==> src/rtl/lmsd_pkg.sv <==
package lmsd_pkg;

  // Configuration register indexes
  localparam int CFG_IDX_W = 2;
  localparam logic [CFG_IDX_W-1:0] CFG_GLYPH_ROWS = 2'd0;
  localparam logic [CFG_IDX_W-1:0] CFG_SCAN_MODE  = 2'd1;

  // Field widths
  localparam int BTN_W   = 2;
  localparam int WORD_W  = 16;
  localparam int GLYPH_W = 64;
  localparam int PHASE_W = 4;

  // Top select bit of the drive word
  localparam logic [WORD_W-1:0] SEL_TOP = 16'h8000;

  // Scan modes
  localparam logic MODE_COLUMN = 1'b0;
  localparam logic MODE_ROW    = 1'b1;

  // Control from the top level to the scan generator
  typedef struct packed {
    logic step;       // one tick accepted
    logic phase_clr;  // mode register written
  } scan_ctl_t;

  // One result
  typedef struct packed {
    logic [WORD_W-1:0] drive_word;
    logic [BTN_W-1:0]  debounced_buttons;
    logic [BTN_W-1:0]  press_edges;
  } result_t;

endpackage

==> src/rtl/led_matrix_scan_with_button_debounce.sv <==
// A request's result is registered in out_r, or in the skid stage while out_* stalls.
// Throughput: one request per cycle while the skid stage is empty; an output register
// plus a skid stage keep in_ready high while one finished result waits for out_ready.
// Reset (rst_n low at a clock edge, synchronous): clears the samples, the debounced
// state, the scan phase, the glyph and mode registers, and the output valid flags.
module led_matrix_scan_with_button_debounce (
  input  logic                                   clk,
  input  logic                                   rst_n,
  input  logic                                   in_valid,
  output logic                                   in_ready,
  input  logic [lmsd_pkg::BTN_W-1:0]             in_button_pins,
  output logic                                   out_valid,
  input  logic                                   out_ready,
  output logic [lmsd_pkg::WORD_W-1:0]            out_drive_word,
  output logic [lmsd_pkg::BTN_W-1:0]             out_debounced_buttons,
  output logic [lmsd_pkg::BTN_W-1:0]             out_press_edges,
  input  logic                                   cfg_valid,
  output logic                                   cfg_ready,
  input  logic [lmsd_pkg::CFG_IDX_W-1:0]         cfg_index,
  input  logic [lmsd_pkg::GLYPH_W-1:0]           cfg_data
);

  logic [lmsd_pkg::GLYPH_W-1:0] glyph_r, glyph_nxt;
  logic                         mode_r, mode_nxt;
  logic                         cfg_wr;
  logic                         in_acc;
  logic                         out_pop;
  lmsd_pkg::scan_ctl_t          scan_ctl;
  lmsd_pkg::result_t            res;
  lmsd_pkg::result_t            out_r, out_nxt;
  lmsd_pkg::result_t            skid_r, skid_nxt;
  logic                         out_valid_r, out_valid_nxt;
  logic                         skid_valid_r, skid_valid_nxt;

  assign cfg_ready = 1'b1;
  assign cfg_wr    = cfg_valid & cfg_ready;
  assign in_ready  = !skid_valid_r;
  assign in_acc    = in_valid & in_ready;
  assign out_pop   = out_valid_r & out_ready;

  // Configuration registers
  always_comb begin
    glyph_nxt = glyph_r;
    mode_nxt  = mode_r;
    if (cfg_wr && (cfg_index == lmsd_pkg::CFG_GLYPH_ROWS)) begin
      glyph_nxt = cfg_data;
    end
    if (cfg_wr && (cfg_index == lmsd_pkg::CFG_SCAN_MODE)) begin
      mode_nxt = cfg_data[0];
    end
  end

  always_ff @(posedge clk) begin
    if (!rst_n) begin
      glyph_r <= '0;
      mode_r  <= lmsd_pkg::MODE_COLUMN;
    end else begin
      glyph_r <= glyph_nxt;
      mode_r  <= mode_nxt;
    end
  end

  assign scan_ctl.step      = in_acc;
  assign scan_ctl.phase_clr = cfg_wr && (cfg_index == lmsd_pkg::CFG_SCAN_MODE);

  lmsd_debounce u_debounce (
    .clk       (clk),
    .rst_n     (rst_n),
    .step      (in_acc),
    .pins      (in_button_pins),
    .debounced (res.debounced_buttons),
    .edges     (res.press_edges)
  );

  lmsd_scan u_scan (
    .clk        (clk),
    .rst_n      (rst_n),
    .ctl        (scan_ctl),
    .mode       (mode_r),
    .glyph      (glyph_r),
    .drive_word (res.drive_word)
  );

  // Output register with skid stage
  always_comb begin
    out_nxt        = out_r;
    skid_nxt       = skid_r;
    out_valid_nxt  = out_valid_r;
    skid_valid_nxt = skid_valid_r;
    if (!out_valid_r || out_pop) begin
      if (skid_valid_r) begin
        out_nxt        = skid_r;
        out_valid_nxt  = 1'b1;
        skid_valid_nxt = 1'b0;
      end else begin
        out_nxt       = res;
        out_valid_nxt = in_acc;
      end
    end else if (in_acc) begin
      skid_nxt       = res;
      skid_valid_nxt = 1'b1;
    end
  end

  always_ff @(posedge clk) begin
    if (!rst_n) begin
      out_valid_r  <= 1'b0;
      skid_valid_r <= 1'b0;
    end else begin
      out_valid_r  <= out_valid_nxt;
      skid_valid_r <= skid_valid_nxt;
    end
  end

  always_ff @(posedge clk) begin
    out_r  <= out_nxt;
    skid_r <= skid_nxt;
  end

  assign out_valid             = out_valid_r;
  assign out_drive_word        = out_r.drive_word;
  assign out_debounced_buttons = out_r.debounced_buttons;
  assign out_press_edges       = out_r.press_edges;

`ifndef SYNTHESIS
  // Skid stage only fills behind a held output
  a_skid_behind_out: assert property (@(posedge clk) disable iff (!rst_n)
    skid_valid_r |-> out_valid_r)
    else $error("skid stage full while output register empty");

  // A request taken while the output stalls lands in the skid stage
  a_stall_to_skid: assert property (@(posedge clk) disable iff (!rst_n)
    (in_acc && out_valid_r && !out_ready) |=> skid_valid_r)
    else $error("request lost under output stall");

  // A press pulse only on a button that reads pressed
  a_edge_in_state: assert property (@(posedge clk) disable iff (!rst_n)
    out_valid_r |-> ((out_press_edges & ~out_debounced_buttons) == '0))
    else $error("press edge without debounced press");

  // At most one select line active
  a_select_onehot: assert property (@(posedge clk) disable iff (!rst_n)
    out_valid_r |-> $onehot0(out_drive_word[15:8]))
    else $error("more than one select line driven");
`endif

endmodule

==> src/rtl/lmsd_debounce.sv <==
module lmsd_debounce (
  input  logic                       clk,
  input  logic                       rst_n,
  input  logic                       step,
  input  logic [lmsd_pkg::BTN_W-1:0] pins,
  output logic [lmsd_pkg::BTN_W-1:0] debounced,
  output logic [lmsd_pkg::BTN_W-1:0] edges
);

  logic [lmsd_pkg::BTN_W-1:0] last_r, last_nxt;
  logic [lmsd_pkg::BTN_W-1:0] older_r, older_nxt;
  logic [lmsd_pkg::BTN_W-1:0] stable_r, stable_nxt;
  logic [lmsd_pkg::BTN_W-1:0] sample;

  // Pins are active low; take a new value after three agreeing samples
  always_comb begin
    sample     = ~pins;
    last_nxt   = last_r;
    older_nxt  = older_r;
    stable_nxt = stable_r;
    if (step) begin
      if ((older_r == last_r) && (last_r == sample)) begin
        stable_nxt = sample;
      end
      older_nxt = last_r;
      last_nxt  = sample;
    end
  end

  assign debounced = stable_nxt;
  assign edges     = stable_nxt & ~stable_r;

  always_ff @(posedge clk) begin
    if (!rst_n) begin
      last_r   <= '0;
      older_r  <= '0;
      stable_r <= '0;
    end else begin
      last_r   <= last_nxt;
      older_r  <= older_nxt;
      stable_r <= stable_nxt;
    end
  end

endmodule

==> src/rtl/lmsd_scan.sv <==
module lmsd_scan (
  input  logic                         clk,
  input  logic                         rst_n,
  input  lmsd_pkg::scan_ctl_t          ctl,
  input  logic                         mode,
  input  logic [lmsd_pkg::GLYPH_W-1:0] glyph,
  output logic [lmsd_pkg::WORD_W-1:0]  drive_word
);

  logic [lmsd_pkg::PHASE_W-1:0] phase_r, phase_nxt;
  logic [lmsd_pkg::PHASE_W-1:0] phase_adv;
  logic [2:0]                   p;
  logic [7:0]                   pat;
  logic [lmsd_pkg::WORD_W-1:0]  sel;

  // Drive word for the current phase
  always_comb begin
    logic [7:0] row_v;
    row_v = '0;
    p   = phase_r[2:0];
    sel = lmsd_pkg::SEL_TOP >> p;
    pat = '0;
    if (mode == lmsd_pkg::MODE_ROW) begin
      pat        = glyph[8*p +: 8];
      drive_word = sel | {8'h00, pat};
      phase_adv  = {1'b0, p + 3'd1};
    end else if (!phase_r[3]) begin
      // Column p: bit (7-p) of every glyph row, transposed
      for (int j = 0; j < 8; j++) begin
        row_v  = glyph[8*j +: 8];
        pat[j] = row_v[~p];
      end
      drive_word = sel | {8'h00, pat};
      phase_adv  = phase_r + 4'd1;
    end else begin
      // Blank phase
      drive_word = '0;
      phase_adv  = '0;
    end
  end

  // Phase register
  always_comb begin
    phase_nxt = phase_r;
    if (ctl.phase_clr) begin
      phase_nxt = '0;
    end else if (ctl.step) begin
      phase_nxt = phase_adv;
    end
  end

  always_ff @(posedge clk) begin
    if (!rst_n) begin
      phase_r <= '0;
    end else begin
      phase_r <= phase_nxt;
    end
  end

endmodule

==> config.mk <==
export PLATFORM = sky130hd
export DESIGN_NAME = led_matrix_scan_with_button_debounce
export DESIGN_NICKNAME = d
export VERILOG_FILES = /design/src/rtl/lmsd_pkg.sv /design/src/rtl/led_matrix_scan_with_button_debounce.sv /design/src/rtl/lmsd_debounce.sv /design/src/rtl/lmsd_scan.sv
export SDC_FILE = /design/constraint.sdc
export NUM_CORES = 1
export LEC_CHECK = 0
export BUFFER_PORTS_ARGS = -buffer_cell sky130_fd_sc_hd__buf_2
export CORE_MARGIN = 10
export CORE_UTILIZATION = 40
export DETAILED_ROUTE_END_ITERATION = 8
export GPL_TIMING_DRIVEN = 0
export PLACE_DENSITY_LB_ADDON = 0.2
export SYNTH_ARGS = -nofsm -noshare
export SYNTH_HDL_FRONTEND = slang
export SYNTH_SLANG_ARGS = --single-unit
==> constraint.sdc <==
create_clock -name clk -period 5.6 [get_ports clk]
set_input_delay 0 -clock clk [delete_from_list [all_inputs] [get_ports clk]]
set_output_delay 0 -clock clk [all_outputs]
set_load 0.005 [all_outputs]
==> results.yml <==
sta:
  grt_setup_unrepaired: "no"
  finalCritPeriodShare: 0.402
  finalClockSkew_ns: 0.00586
  slew_headroom: 0.321
  timing.final.crit_period_ns: 2.25
  tightestPinTransition_ns: 1.02
  setup_total_negative_slack_ns: 0
  hold_violations: 0
  max_freq_mhz: 444
  finalMaxSlewViolations: 0
  finalSetupViolCount: 0
pwr:
  power.leakage_uw: 0.00304
  power.sequential.fraction: 0.410
  clock_power_share: 0.488
  p_sw_uw: 509
  combinational_share_of_power: 0.103
  ir_worst_vdd_uv: 191
  p_int_uw: 1780
  pwr_density_cell_nw_per_um2: 293
  switching_portion_of_total_power: 0.222
synthesis:
  seq_area_frac_synth: 0.475
  netlist_top_cells_area: "sky130_fd_sc_hd__dfxtp_1, sky130_fd_sc_hd__edfxtp_1, sky130_fd_sc_hd__nand2_1"
  synth.distinct_cells: 55
  synthesis.area_per_instance_um2: 10.0
  synth_warnings: 0
  post_synth_inst_count: 575
  synth_fp_nets: 654
  ys_ff_latch: 117
  synth_top_area_share: 0.267
  postSynth.asyncResetShare: 0
  synth-edff-count: 40
  netlist_area_um2: 5770
  synth_top_flop_cell: "sky130_fd_sc_hd__dfxtp_1"
  synth_top_cell_by_area: "sky130_fd_sc_hd__dfxtp_1"
global_routing:
  globalRouteTotalUtil: 0.172
  grt_first_pass_wirelength_mm: 27.1
  global_route.overflow_total: 0
  antenna_found_initial: 0
  first_global_vias: 5089
  maximum_number_of_pins_on_one_net_before_global_route_repair: 24
finish:
  multiInputGateArea_um2: 2790
  nNetsFinal: 839
  drive_gt1_frac: 0.217
  diodes: 0
  stdcell_area_um2: 7820
  fill_cells: 1213
  mostFrequentLayoutCells: "sky130_fd_sc_hd__nand2_1, sky130_fd_sc_hd__buf_2, sky130_fd_sc_hd__dfxtp_1"
  area_delta_synth_final_pct: 35.4
  layout.area.seq_um2: 2740
  layout.cells.most_common: "sky130_fd_sc_hd__nand2_1"
placement:
  placed_area_um2: 6470
  hpwlAfterDp_mm: 12.2
  io_buffer_count: 93
  finalWeightedCongestion: 0.940
floorplan:
  rows: 43
  die_h_um: 140
  floorplan.die_area_um2: 19600
  floorplan.io_pins: 96
  fp.coreArea_um2: 14000
  die_w_um: 140
  start_util: 0.413
routing:
  top_signal_layer_used: "met4"
  vias_per_cell: 5.23
  drtAntennaViolNets: 0
  drt_pass1_iterations: 5
  route.met3.wl_mm: 1.11
  dr.first_iter.drc_count: 332
  via_count: 4983
  detail_route.drc_violations: 0
  routed_wirelength_mm: 16.8
  wirelength_met1_mm: 7.28
  drt-wirelength-per-cell_um: 17.6
  wl_met2_mm: 7.99
run_status:
  outcome: "completed"
worst_setup_path:
  worst_ep_arrival_time_ns: 2.29
  crit_fanout: 23
  setup.worst_path.start: "out_valid"
  worst-r2r-cell-count: 2
  setup.worst_path.class: "reg -> reg"
  rr_startpoint: "out_valid"
  cp-end-kind: "flop"
  critPathLaunchType: "flop"
  timing.critical_path.required_ns: 5.63
worst_hold_path:
  hold_class: "in -> reg"
  min_path_cells: 4
  hold_path.startpoint: "cfg_valid"
clock_tree:
  cts_sinks: 117
  cts-root-to-sink-buffers: 2
  cts_tree: "built"
  cts-buffers-inserted: 17
  clkLatencyLatePin_ns: 0.41
  ctsHtreeMaxLevel: 4
  clockRootBuffer: "sky130_fd_sc_hd__clkbuf_16"
  cts.reportedPaths.clkPinSlew_ns: 0.05
flow_run:
  maxCapViolCount: 0
[flip-flops by register name, indices dropped and copies added, names as in the netlist]
signal / count
u_debounce.older_r: 2
u_debounce.stable_r: 2
out_valid: 1
glyph_r: 64
skid_valid_r: 1
u_scan.phase_r: 4
out_drive_word: 16
skid_r: 20
out_debounced_buttons: 2
out_press_edges: 2
mode_r: 1
u_debounce.last_r: 2
[final timing paths]
path,slack (ns),to
hold / removal,0.04,mode_r
hold reg to reg,0.47,glyph_r[14]
setup / recovery,3.35,skid_r[7]
setup reg to reg,3.35,skid_r[7]
[layout make-up]
cell class / count / share of cell area
Buffer: 44 / 0.0282
Clock buffer: 26 / 0.0680
Clock inverter: 6 / 0.0110
Inverter: 7 / 0.00336
Multi-Input combinational cell: 407 / 0.357
Sequential cell: 117 / 0.351
Tap cell: 180 / 0.0288
Timing Repair Buffer: 166 / 0.153
[metal layers]
metal	track usage	vias up
met4	0.0609	0
met2	0.282	184
li1	-	2420
met1	0.210	2348
met3	0.0487	31
met5	0	-
[power by group through the flow]
| stage | Clock [uW] | Combinational (uW) | Sequential [uW] |
|---|---|---|---|
| 3_3_place_gp | 0 | 192 | 955 |
| 6_report | 1120 | 235 | 939 |
| 5_1_grt | 1160 | 259 | 942 |
| 4_1_cts | 1130 | 234 | 938 |
| 3_5_place_dp | 0 | 196 | 956 |
| 2_1_floorplan | 0 | 118 | 949 |
[per-stage QoR]
step | setup slack (ns) | total power (uW) | cells | utilization | hold WS (ns)
2_1_floorplan | 3.42 | 1070 | 575 | - | 0.145
3_3_place_gp | 2.92 | 1150 | 848 | 0.462 | 0.251
3_5_place_dp | 3.28 | 1150 | 848 | 0.462 | 0.259
4_1_cts | 3.27 | 2300 | 953 | 0.559 | 0.0456
5_1_grt | 3.12 | 2360 | 953 | 0.559 | 0.0541
6_report | 3.35 | 2290 | 953 | 0.559 | 0.0389
[critical path, stage by stage, from the launching register on]
cell and delay [ns]:
sky130_fd_sc_hd__dfxtp_1 0.34, sky130_fd_sc_hd__nand2b_1 0.54, sky130_fd_sc_hd__nor2_2 0.98
[what timing repair did]
action / CTS / global route
buffers inserted: 0 / 0
gates resized for setup: 0 / 0
hold buffers: 73 / 0
endpoints found under the hold margin: 71 / 0
[cell families (layout without fill, tap and decap cells)]
kind of cell	Yosys count	in the layout	share of synthesized area
other	1	1	0.000650
AO/OA/AOI/OAI	113	113	0.151
buffers and inverters	51	249	0.0427
multiplexers	48	48	0.129
AND/OR/NAND/NOR	239	239	0.189
adder cells (fa/ha/maj)	6	6	0.0130
flip-flops	117	117	0.475
[synth_stat cells (2+ instances only)]
library cell,n
sky130_fd_sc_hd__a21boi_0,68
sky130_fd_sc_hd__a21o_1,2
sky130_fd_sc_hd__a21oi_1,6
sky130_fd_sc_hd__a22oi_1,4
sky130_fd_sc_hd__a22oi_2,2
sky130_fd_sc_hd__a31oi_1,4
sky130_fd_sc_hd__a32oi_1,5
sky130_fd_sc_hd__and2_1,2
sky130_fd_sc_hd__and3_1,7
sky130_fd_sc_hd__and4_1,2
sky130_fd_sc_hd__buf_1,3
sky130_fd_sc_hd__buf_2,4
sky130_fd_sc_hd__buf_4,3
sky130_fd_sc_hd__buf_6,3
sky130_fd_sc_hd__clkbuf_1,30
sky130_fd_sc_hd__dfxtp_1,77
sky130_fd_sc_hd__edfxtp_1,40
sky130_fd_sc_hd__ha_1,6
sky130_fd_sc_hd__inv_1,6
sky130_fd_sc_hd__mux2_2,13
sky130_fd_sc_hd__mux2_4,2
sky130_fd_sc_hd__mux2i_1,16
sky130_fd_sc_hd__mux4_1,7
sky130_fd_sc_hd__mux4_2,10
sky130_fd_sc_hd__nand2_1,158
sky130_fd_sc_hd__nand2b_1,11
sky130_fd_sc_hd__nand3_1,14
sky130_fd_sc_hd__nand3b_1,4
sky130_fd_sc_hd__nand4_1,3
sky130_fd_sc_hd__nor2_1,13
sky130_fd_sc_hd__nor2b_1,9
sky130_fd_sc_hd__nor3_1,4
sky130_fd_sc_hd__nor3b_1,5
sky130_fd_sc_hd__o2111ai_1,2
sky130_fd_sc_hd__o211a_1,2
sky130_fd_sc_hd__o211ai_1,3
sky130_fd_sc_hd__o21ai_0,5
sky130_fd_sc_hd__o221ai_1,2
sky130_fd_sc_hd__o2bb2ai_1,2
No activity file was read; power rests on OpenSTA's default activity.
